$ cat config.mk
export PLATFORM = sky130hd
export DESIGN_NAME = linear_interpolation_resampler_core
export DESIGN_NICKNAME = d
export VERILOG_FILES = /design/src/design/lir_pkg.sv /design/src/design/linear_interpolation_resampler_core.sv /design/src/design/lir_interp_unit.sv
export SDC_FILE = /design/constraint.sdc
export NUM_CORES = 2
export LEC_CHECK = 0
export BUFFER_PORTS_ARGS = -buffer_cell sky130_fd_sc_hd__clkbuf_2
export CAP_MARGIN = 25
export CORE_MARGIN = 1
export CORE_UTILIZATION = 55
export DETAILED_ROUTE_END_ITERATION = 12
export GPL_TIMING_DRIVEN = 0
export PLACE_DENSITY_LB_ADDON = 0.1
export SLEW_MARGIN = 10
export SYNTH_ARGS = -nofsm -noshare
export SYNTH_HDL_FRONTEND = slang
export SYNTH_SLANG_ARGS = --single-unit
export TNS_END_PERCENT = 1
$ cat constraint.sdc
create_clock -name clk -period 13.1 [get_ports clk]
set_input_delay 2.62 -clock clk [delete_from_list [all_inputs] [get_ports clk]]
set_output_delay 2.62 -clock clk [all_outputs]
set_load 0.005 [all_outputs]
$ cat src/design/lir_pkg.sv
// ----------------------------------------------------------------------------
// lir_pkg: shared types and constants of the linear interpolation resampler
// Field widths, output rate constants, divider reciprocal and register codes.
// ----------------------------------------------------------------------------
package lir_pkg;

	// field widths
	localparam int unsigned SAMPLE_W = 16;
	localparam int unsigned FRAMES_W = 24;
	localparam int unsigned RATE_W   = 18;
	localparam int unsigned PHASE_W  = 18;
	localparam int unsigned LIM_W    = 20;
	localparam int unsigned DIFF_W   = SAMPLE_W + 1;
	localparam int unsigned QUO_W    = 19;

	// rates
	localparam int unsigned OUT_HZ      = 48000;
	localparam int unsigned HALF_OUT_HZ = OUT_HZ / 2;
	localparam int unsigned RATE_MIN    = 8000;
	localparam int unsigned RATE_MAX    = 192000;

	// floor(u / 48000) = floor((u >> 7) * M >> 35), exact for u below 2^33
	localparam int unsigned PRE_SHIFT   = 7;
	localparam int unsigned RECIP_SHIFT = 35;
	localparam logic [26:0] RECIP_M     = 27'd91625969;
	localparam int unsigned QUOT_W      = 18;

	// keeps the numerator nonnegative: 65536 * 48000 plus the rounding half
	localparam logic [33:0] DIV_BIAS = 34'(64'd65536 * 64'(OUT_HZ) + 64'(HALF_OUT_HZ));
	localparam logic [QUO_W-1:0] QUOT_OFFSET = 19'd65536;

	// configuration register indexes
	localparam logic CFG_INPUT_RATE   = 1'b0;
	localparam logic CFG_CHANNEL_MODE = 1'b1;

	// channel mode codes
	localparam logic [1:0] MODE_MONO   = 2'd1;
	localparam logic [1:0] MODE_STEREO = 2'd2;

	// control of the shared multiply unit
	typedef struct packed {
		logic en;     // load the product register
		logic recip;  // 1: reciprocal step on the held product, 0: diff * phase
	} mul_ctl_t;

endpackage

$ cat src/design/linear_interpolation_resampler_core.sv
// ----------------------------------------------------------------------------
// linear_interpolation_resampler_core: clip resampler to 48000 Hz
// Linear interpolation between neighboring frames at an exact rational
// phase, rounded half up; the last frame of a clip also emits the tail.
// ----------------------------------------------------------------------------
//
//  channel  | direction | beat contents
//  ---------+-----------+------------------------------------------------------
//  s_axis   | in        | tdata: left_sample, right_sample, clip_frames
//  m_axis   | out       | tdata: out_left, out_right; tlast: run_last;
//           |           | tuser: clip_end
//  cfg      | in        | write only: 0 input_rate, 1 channel_mode
//
//  steps: an input frame is accepted, started and finished; each
//  interpolated output adds a loop check, the left and right multiply and
//  reciprocal steps and the emit step, each tail output a loop check and the
//  emit step, and a loop check that ends without an output (phase wrap or
//  clip end) adds only itself; the single shared multiplier takes four products per interpolated output
//  s_axis_tready is high only while the sequencer idles
//  a full output register stalls the sequencer in its emit step
//  reset: asynchronous, clears the clip state; no memory clearing pass
//
module linear_interpolation_resampler_core (
	input  logic        clk,
	input  logic        arst_n,
	// input frames
	input  logic        s_axis_tvalid,
	output logic        s_axis_tready,
	input  logic [55:0] s_axis_tdata,   // [15:0] left_sample, [31:16] right_sample,
	                                    // [55:32] clip_frames
	// output frames
	output logic        m_axis_tvalid,
	input  logic        m_axis_tready,
	output logic [31:0] m_axis_tdata,   // [15:0] out_left, [31:16] out_right
	output logic        m_axis_tlast,   // run_last
	output logic [0:0]  m_axis_tuser,   // [0] clip_end
	// configuration
	input  logic        cfg_we,
	input  logic [0:0]  cfg_index,
	input  logic [17:0] cfg_data
);

	typedef enum logic [8:0] {
		ST_IDLE  = 9'b000000001,
		ST_START = 9'b000000010,
		ST_CHK   = 9'b000000100,
		ST_ML1   = 9'b000001000,
		ST_ML2   = 9'b000010000,
		ST_MR1   = 9'b000100000,
		ST_MR2   = 9'b001000000,
		ST_EMIT  = 9'b010000000,
		ST_FIN   = 9'b100000000
	} state_t;

	localparam int unsigned SW = lir_pkg::SAMPLE_W;

	state_t state_q;

	// configuration registers
	logic [lir_pkg::RATE_W-1:0]   input_rate_q;
	logic [1:0]                   channel_mode_q;

	// clip state carried between input frames
	logic signed [SW-1:0]         prev_l_q;
	logic signed [SW-1:0]         prev_r_q;
	logic [lir_pkg::FRAMES_W-1:0] frame_index_q;
	logic [lir_pkg::PHASE_W-1:0]  phase_q;     // also the loop phase while working
	logic                         done_q;      // no further output of this clip

	// current frame and loop context
	logic signed [SW-1:0]         cur_l_q;
	logic signed [SW-1:0]         cur_r_q;
	logic [lir_pkg::FRAMES_W-1:0] frames_q;
	logic [lir_pkg::RATE_W-1:0]   rate_q;
	logic                         last_q;      // this frame ends the clip
	logic                         ph2_q;       // tail part: right neighbor clamped
	logic [lir_pkg::LIM_W-1:0]    lim_q;       // clip end relative to the left frame
	logic signed [SW-1:0]         res_l_q;

	// output register
	logic                         out_valid_q;
	logic [SW-1:0]                out_l_q;
	logic [SW-1:0]                out_r_q;
	logic                         out_last_q;
	logic                         out_end_q;

	// input beat fields
	logic signed [SW-1:0]         in_l;
	logic signed [SW-1:0]         in_r;
	logic [lir_pkg::FRAMES_W-1:0] in_frames;
	logic [lir_pkg::RATE_W-1:0]   rate_sat;
	logic                         in_take;

	// loop arithmetic
	logic [lir_pkg::LIM_W-1:0]    sum1;        // phase + rate
	logic [lir_pkg::LIM_W-1:0]    sum2;        // phase + 2 * rate
	logic                         wrap;
	logic                         fits;
	logic                         clip_end_c;
	logic                         run_last_c;
	logic                         out_take;

	// start step
	logic                         last_c;
	logic [lir_pkg::FRAMES_W-1:0] diff_c;
	logic [3:0]                   span_c;
	logic [lir_pkg::LIM_W-1:0]    lim_start;

	// shared unit
	lir_pkg::mul_ctl_t              mul_ctl;
	logic signed [lir_pkg::DIFF_W-1:0] mul_diff;
	logic signed [lir_pkg::DIFF_W-1:0] diff_l;
	logic signed [lir_pkg::DIFF_W-1:0] diff_r;
	logic signed [lir_pkg::QUO_W-1:0]  quo;
	logic signed [lir_pkg::QUO_W-1:0]  sum_l;
	logic signed [lir_pkg::QUO_W-1:0]  sum_r;

	assign in_l      = s_axis_tdata[15:0];
	assign in_r      = s_axis_tdata[31:16];
	assign in_frames = s_axis_tdata[55:32];

	assign s_axis_tready = (state_q == ST_IDLE);
	assign in_take       = s_axis_tvalid && s_axis_tready;

	// rate out of range is clamped
	always_comb begin
		if (input_rate_q < lir_pkg::RATE_W'(lir_pkg::RATE_MIN)) begin
			rate_sat = lir_pkg::RATE_W'(lir_pkg::RATE_MIN);
		end else if (input_rate_q > lir_pkg::RATE_W'(lir_pkg::RATE_MAX)) begin
			rate_sat = lir_pkg::RATE_W'(lir_pkg::RATE_MAX);
		end else begin
			rate_sat = input_rate_q;
		end
	end

	// frame is last when the clip length is not past frame_index + 1
	assign last_c = ({1'b0, frames_q} <= ({1'b0, frame_index_q} + 25'd1));
	assign diff_c = frames_q - frame_index_q;

	// frames from the left neighbor to the clip end, saturated far beyond reach
	always_comb begin
		if (last_c) begin
			span_c = 4'd2;
		end else if (diff_c >= 24'd14) begin
			span_c = 4'd15;
		end else begin
			span_c = diff_c[3:0] + 4'd1;
		end
	end

	assign lim_start = lir_pkg::LIM_W'(span_c) * lir_pkg::LIM_W'(lir_pkg::OUT_HZ);

	// output position tests against the clip end
	assign sum1       = lir_pkg::LIM_W'(phase_q) + lir_pkg::LIM_W'(rate_q);
	assign sum2       = sum1 + lir_pkg::LIM_W'(rate_q);
	assign wrap       = (phase_q >= lir_pkg::PHASE_W'(lir_pkg::OUT_HZ));
	assign fits       = (sum1 <= lim_q);
	assign clip_end_c = (sum2 > lim_q);
	// the interval closes with this output unless the tail follows
	assign run_last_c = clip_end_c
		|| (!ph2_q && !last_q && (sum1 >= lir_pkg::LIM_W'(lir_pkg::OUT_HZ)));

	assign out_take = !out_valid_q || m_axis_tready;

	// neighbor differences
	assign diff_l = {cur_l_q[SW-1], cur_l_q} - {prev_l_q[SW-1], prev_l_q};
	assign diff_r = {cur_r_q[SW-1], cur_r_q} - {prev_r_q[SW-1], prev_r_q};

	// interpolated value: left neighbor plus rounded share of the difference
	assign sum_l = {{(lir_pkg::QUO_W - SW){prev_l_q[SW-1]}}, prev_l_q} + quo;
	assign sum_r = {{(lir_pkg::QUO_W - SW){prev_r_q[SW-1]}}, prev_r_q} + quo;

	// sequencer drives the shared unit
	always_comb begin
		mul_ctl  = '0;
		mul_diff = diff_l;
		unique case (state_q)
			ST_ML1: begin
				mul_ctl.en = 1'b1;
			end
			ST_ML2, ST_MR2: begin
				mul_ctl.en    = 1'b1;
				mul_ctl.recip = 1'b1;
			end
			ST_MR1: begin
				mul_ctl.en = 1'b1;
				mul_diff   = diff_r;
			end
			default: begin
				mul_ctl = '0;
			end
		endcase
	end

	lir_interp_unit u_interp (
		.clk   (clk),
		.ctl   (mul_ctl),
		.diff  (mul_diff),
		.phase (phase_q[15:0]),
		.quo   (quo)
	);

	// control and clip state
	always_ff @(posedge clk or negedge arst_n) begin
		if (!arst_n) begin
			state_q        <= ST_IDLE;
			out_valid_q    <= 1'b0;
			input_rate_q   <= lir_pkg::RATE_W'(lir_pkg::OUT_HZ);
			channel_mode_q <= lir_pkg::MODE_STEREO;
			prev_l_q       <= '0;
			prev_r_q       <= '0;
			frame_index_q  <= '0;
			phase_q        <= '0;
			done_q         <= 1'b0;
		end else begin
			if (cfg_we) begin
				unique case (cfg_index)
					lir_pkg::CFG_INPUT_RATE:   input_rate_q   <= cfg_data;
					lir_pkg::CFG_CHANNEL_MODE: channel_mode_q <= cfg_data[1:0];
					default:                   input_rate_q   <= input_rate_q;
				endcase
			end

			// beat taken downstream; the emit step sets the flag on its own
			if (m_axis_tready && (state_q != ST_EMIT)) begin
				out_valid_q <= 1'b0;
			end

			unique case (state_q)
				ST_IDLE: begin
					if (in_take) begin
						state_q <= ST_START;
					end
				end
				ST_START: begin
					if ((frame_index_q != '0) && !done_q) begin
						state_q <= ST_CHK;
					end else if (last_c && !done_q) begin
						state_q <= ST_CHK;
					end else begin
						state_q <= ST_FIN;
					end
				end
				ST_CHK: begin
					if (ph2_q) begin
						state_q <= fits ? ST_EMIT : ST_FIN;
					end else if (wrap) begin
						// interval done, phase moves on to the next left frame
						phase_q <= phase_q - lir_pkg::PHASE_W'(lir_pkg::OUT_HZ);
						if (!last_q) begin
							state_q <= ST_FIN;
						end
					end else if (!fits) begin
						done_q  <= 1'b1;
						state_q <= ST_FIN;
					end else begin
						state_q <= ST_ML1;
					end
				end
				ST_ML1: state_q <= ST_ML2;
				ST_ML2: state_q <= ST_MR1;
				ST_MR1: state_q <= ST_MR2;
				ST_MR2: state_q <= ST_EMIT;
				ST_EMIT: begin
					if (out_take) begin
						out_valid_q <= 1'b1;
						phase_q     <= sum1[lir_pkg::PHASE_W-1:0];
						state_q     <= ST_CHK;
					end
				end
				ST_FIN: begin
					if (last_q) begin
						// clip over: next beat starts a new clip
						prev_l_q      <= '0;
						prev_r_q      <= '0;
						frame_index_q <= '0;
						phase_q       <= '0;
						done_q        <= 1'b0;
					end else begin
						prev_l_q      <= cur_l_q;
						prev_r_q      <= cur_r_q;
						frame_index_q <= frame_index_q + 24'd1;
					end
					state_q <= ST_IDLE;
				end
				default: state_q <= ST_IDLE;
			endcase
		end
	end

	// frame and loop context, output payload
	always_ff @(posedge clk) begin
		unique case (state_q)
			ST_IDLE: begin
				if (in_take) begin
					cur_l_q  <= in_l;
					// mono copies left into right
					cur_r_q  <= (channel_mode_q == lir_pkg::MODE_MONO) ? in_l : in_r;
					frames_q <= (in_frames == '0) ? 24'd1 : in_frames;
					rate_q   <= rate_sat;
				end
			end
			ST_START: begin
				last_q <= last_c;
				if (frame_index_q != '0) begin
					ph2_q <= 1'b0;
					lim_q <= lim_start;
				end else begin
					// first frame of a one-frame clip: tail only
					ph2_q <= 1'b1;
					lim_q <= lir_pkg::LIM_W'(lir_pkg::OUT_HZ);
				end
			end
			ST_CHK: begin
				if (!ph2_q && wrap && last_q) begin
					ph2_q <= 1'b1;
					lim_q <= lim_q - lir_pkg::LIM_W'(lir_pkg::OUT_HZ);
				end
			end
			ST_MR1: begin
				res_l_q <= sum_l[SW-1:0];
			end
			ST_EMIT: begin
				if (out_take) begin
					if (ph2_q) begin
						out_l_q <= cur_l_q;
						out_r_q <= cur_r_q;
					end else begin
						out_l_q <= res_l_q;
						out_r_q <= sum_r[SW-1:0];
					end
					out_last_q <= run_last_c;
					out_end_q  <= clip_end_c;
				end
			end
			default: begin
				res_l_q <= res_l_q;
			end
		endcase
	end

	assign m_axis_tvalid   = out_valid_q;
	assign m_axis_tdata    = {out_r_q, out_l_q};
	assign m_axis_tlast    = out_last_q;
	assign m_axis_tuser[0] = out_end_q;

	// interpolation only runs with the phase inside the interval
	a_phase_in_interval: assert property (@(posedge clk) disable iff (!arst_n)
		(state_q == ST_ML1) |-> (phase_q < lir_pkg::PHASE_W'(lir_pkg::OUT_HZ)))
		else $error("interpolation started with phase past the interval");

	// the final frame of a clip always closes the run of its input frame
	a_end_is_last: assert property (@(posedge clk) disable iff (!arst_n)
		(m_axis_tvalid && m_axis_tuser[0]) |-> m_axis_tlast)
		else $error("clip end without run end");

	// nothing is emitted once the clip is exhausted
	a_no_emit_when_done: assert property (@(posedge clk) disable iff (!arst_n)
		(state_q == ST_EMIT) |-> !done_q)
		else $error("output after clip end");

endmodule

$ cat src/design/lir_interp_unit.sv
// ----------------------------------------------------------------------------
// lir_interp_unit: shared multiplier of the interpolator
// One registered 28x28 multiplier: first diff * phase, then the constant
// division by 48000 of the rounded numerator via a reciprocal multiply.
// ----------------------------------------------------------------------------
module lir_interp_unit (
	input  logic                                 clk,
	input  lir_pkg::mul_ctl_t                    ctl,
	input  logic signed [lir_pkg::DIFF_W-1:0]    diff,
	input  logic        [15:0]                   phase,
	output logic signed [lir_pkg::QUO_W-1:0]     quo
);

	logic signed [55:0] prod_q;
	logic        [33:0] num;
	logic        [25:0] pre;
	logic signed [27:0] op_a;
	logic signed [27:0] op_b;

	// numerator of the held diff * phase product, biased to stay positive
	assign num = prod_q[33:0] + lir_pkg::DIV_BIAS;
	assign pre = num[lir_pkg::PRE_SHIFT +: 26];

	always_comb begin
		if (ctl.recip) begin
			op_a = $signed({2'b00, pre});
			op_b = $signed({1'b0, lir_pkg::RECIP_M});
		end else begin
			op_a = $signed({{(28 - lir_pkg::DIFF_W){diff[lir_pkg::DIFF_W-1]}}, diff});
			op_b = $signed({12'd0, phase});
		end
	end

	always_ff @(posedge clk) begin
		if (ctl.en) begin
			prod_q <= op_a * op_b;
		end
	end

	// quotient minus the bias term, valid after a reciprocal step
	assign quo = $signed({1'b0, prod_q[lir_pkg::RECIP_SHIFT +: lir_pkg::QUOT_W]})
		- $signed(lir_pkg::QUOT_OFFSET);

endmodule
==> flow_summary.rst <==
.. list-table::
   :header-rows: 1

   * - Metric
     - Value
   * - Startpoint of the worst setup timing path
     - state_q[0]$_DFFE_PN1P_
   * - Vias in the first global route
     - roughly 32000
   * - All-Layer GR Usage
     - 31.8%
   * - Setup-violating endpoint count in the final report
     - 0
   * - Worst hold slack
     - 0.502 ns
   * - TritonCTS clock tree
     - done
   * - Maximum number of pins on one net before global-route repair
     - 95
   * - Share of final-layout standard cells stronger than drive strength 1
     - 6.99%
   * - Dominant synthesized flop cell
     - edfxtp_1
   * - Starting Density
     - 55.9%
   * - Setup repair after global routing missed its margin
     - no
   * - Deepest level of the CTS H-tree
     - 2
   * - DRT Pass-1 Iters
     - 6
   * - Largest incremental delay on the critical path
     - ~0.83 ns
   * - Post-Syn Instances
     - 4478
   * - Clock buffer count from CTS
     - 34
   * - Filler cells
     - 6652
   * - Count of endpoints failing hold in the final timing report
     - 0
   * - Worst setup skew after layout
     - 0.0180 ns
   * - Kind of critical path
     - flop to flop
   * - Nature of the critical path endpoint
     - flop
   * - Wire length after detailed routing
     - around 120 mm
   * - Setup TNS
     - 0 ns
   * - Number of placed instances, taps included
     - 5582
   * - Reg-to-reg critical path startpoint
     - state_q[0]$_DFFE_PN1P_
   * - Max rail drop VDD
     - 187 uV
   * - Count of instances resized after the clock tree is built
     - 0
   * - Worst-path clk slew
     - 0.06 ns
   * - DP Worst Slack
     - 1.60 ns
   * - Class of the tightest hold or removal check
     - flop to flop
   * - Total number of vias
     - roughly 32000
   * - Worst EP arrival
     - 12.17 ns
   * - CTS Hold Buffers Added
     - 0
   * - Slowest cell on the critical path
     - nor2_1
   * - Cell area after layout
     - 45000 um^2
   * - Core area
     - 74800 um^2
   * - Max Clk Rate
     - 84.6 MHz
   * - Post-placement cell area
     - 43800 um^2
   * - Max FO, Critical Path
     - 10
   * - Post-synthesis register bit count
     - ~290
   * - Post-synth top area cell
     - fa_1
   * - Data required time of the worst path
     - about 13 ns
   * - Total congestion overflow after global routing
     - 0
   * - Overall die width
     - 278 um
   * - Post-layout instance count excluding filler cells
     - ~5600
   * - Top cells by instance count after synthesis
     - inv_1, fa_1, ha_1
   * - Full die area
     - between 70000 and 80000 um^2
   * - Most common cell on crit path
     - fa_1
   * - Drc violations
     - 0
   * - 1st-iter DRT viols
     - 2705
   * - Routed vias/inst
     - 5.61
   * - IO buf count
     - 115
   * - Share of flip-flops with an asynchronous set or reset
     - 36.6%
   * - Cell with the most instances after synthesis
     - inv_1
   * - Clock period minus worst slack
     - 11.82 ns
   * - Setup crit start kind
     - flop
   * - Max cap viols
     - 0
   * - Util after Layout
     - 60.2%
   * - Final-report max-slew violation count
     - 0
   * - Top-level port count
     - 116
   * - Slew of the pin with the lowest slew margin
     - approximately 1.2 ns
   * - Leading cell types by total area after synthesis
     - fa_1, edfxtp_1, ha_1
   * - DRT antenna net count
     - 0
   * - Hold path start
     - channel_mode_q[0]$_DFFE_PN0P_
   * - Total setup buffers inserted after CTS
     - 0
   * - Detailed Place HPWL
     - 99.5 mm
   * - Total Power
     - 11.3 mW
   * - Height of the die
     - 278 um
   * - Antenna Diode Count
     - 0
   * - WL per Instance
     - between 20 and 25 um
   * - P per Cell Area
     - 250 nW/um^2
   * - Final-stage net count
     - ~5800
   * - EDFF count, synth
     - 182
   * - Tightest slew margin relative to the limit
     - 22.9%
   * - Max Buffers Root-to-Sink
     - 3
   * - Average instance area after synthesis
     - 9.33 um^2
   * - Area share of the largest cell type after synthesis
     - between 30 and 40%
   * - Share of the yosys chip area belonging to registers
     - 19.4%
   * - Root Buffer
     - clkbuf_16
   * - RePlAce Congestion
     - 0.991
   * - First-pass GRT wire length
     - between 150 and 200 mm
   * - Number of clock sinks seen by CTS
     - 287
   * - Outcome
     - finished clean
   * - Final period util
     - 90.2%
   * - Insertion delay to the later sink of the worst-skew pair
     - approximately 0.56 ns
   * - Number of library cell types mapped by synthesis
     - 95
   * - Layout overhead on the synthesized area
     - 7.74%
   * - Count of warnings emitted by yosys
     - 0
   * - Final critical-path setup slack
     - 1.28 ns
   * - Initial antenna violation count
     - 1
   * - LEAKAGE
     - 22.2 nW
   * - Cell area after technology mapping
     - 41800 um^2
   * - Minimum setup slack among reg-to-reg paths
     - 1.28 ns
   * - Count of standard-cell rows
     - 100
==> where the power goes <==
| part | internal [mW] | leakage (nW) | switching (mW) |
|---|---|---|---|
| sequential | 1.35 | 3.05 | 0.136 |
| clock | 0.584 | 0.562 | 0.415 |
| combinational | 3.40 | 18.6 | 5.39 |
==> worst max-delay path: cells and delay by family (launching register included) <==
| kind | cells | cell delay [ns] |
|---|---|---|
| adders and majority gates | 8 | 4.11 |
| and+or+nand+nor | 10 | 2.54 |
| buffers and inverters | 8 | 2.40 |
| AOI/OAI and AO/OA | 6 | 1.73 |
| DFF | 1 | 0.56 |
| xor gates and xnor gates | 1 | 0.28 |
==> routing by layer <==
| metal | up-vias | track usage, % | wire (um) | share of wire (%) |
|---|---|---|---|---|
| met1 | 15739 | 46.3 | 53800 | 45 |
| met2 | 1142 | 48.2 | 51500 | 43 |
| li1 | 14593 | - | - | - |
| met5 | - | 0 | 0 | 0 |
| met4 | 0 | 9.36 | 3830 | 3.2 |
| met3 | 180 | 6.41 | 9630 | 8.1 |
==> final timing paths <==
check | to | depth (start not counted)
worst max-delay path | u_interp.prod_q[49]$_DFFE_PP_ | 33
worst min-delay path | channel_mode_q[0]$_DFFE_PN0P_ | 1
worst max register to register | u_interp.prod_q[49]$_DFFE_PP_ | 33
worst min register to register | channel_mode_q[0]$_DFFE_PN0P_ | 1
max in group asynchronous | input_rate_q[12]$_DFFE_PN1P_ | 2
min in group asynchronous | frame_index_q[10]$_DFFE_PN0N_ | 1
==> logic make-up after synthesis <==
group                    count (synthesis)  share of synthesized area (%)
AO/OA/AOI/OAI                          617                           9.48
XOR/XNOR                               198                           4.18
buffers and inverters                 1173                           10.6
flip-flops                             287                           19.4
AND/OR/NAND/NOR                       1119                           12.9
other                                    1                        0.00897
adder cells (fa/ha/maj)               1019                           41.8
multiplexers                            64                           1.70
==> cell type report <==
class / instances / area [um^2] / area share [%]
Buffer: 138 / 536 / 1.19
Clock buffer: 45 / 922 / 2.05
Clock inverter: 16 / 240 / 0.533
Inverter: 1035 / 3880 / 8.63
Multi-Input combinational cell: 3021 / 29300 / 65.1
Sequential cell: 287 / 8100 / 18.0
Tap cell: 969 / 1210 / 2.69
Timing Repair Buffer: 134 / 821 / 1.82
==> sequential cells by signal, indices dropped and copies added (netlist names), 9 cells and up <==
| name | flops |
|---|---|
| out_l_q | 16 |
| cur_r_q | 16 |
| frame_index_q | 24 |
| prev_l_q | 16 |
| res_l_q | 16 |
| out_r_q | 16 |
| phase_q | 18 |
| state_q | 9 |
| frames_q | 24 |
| lim_q | 13 |
| input_rate_q | 18 |
| cur_l_q | 16 |
| rate_q | 18 |
| u_interp.prod_q | 43 |
| prev_r_q | 16 |
==> placed cells by master, fill, tap and decap left out, types with 13 or more instances in the layout <==
cell,n
a211oi_1,15
a21boi_0,15
a21o_1,56
a21oi_1,147
a31oi_1,23
and2_1,36
and3_1,29
buf_4,13
clkbuf_1,134
clkbuf_16,34
clkbuf_2,115
dfrtp_1,96
edfxtp_1,182
fa_1,629
ha_1,390
inv_1,1035
mux2_2,56
nand2_1,304
nand2b_1,49
nand3_1,78
nand3b_1,33
nand4_1,21
nor2_1,345
nor2b_1,37
nor3_1,60
nor3b_1,13
nor4_1,25
o21a_1,23
o21ai_0,182
o21bai_1,15
o22ai_1,13
o31ai_1,26
or2_2,27
or3_1,24
xnor2_1,138
xor2_1,59
(Power assumes the default switching activity.)
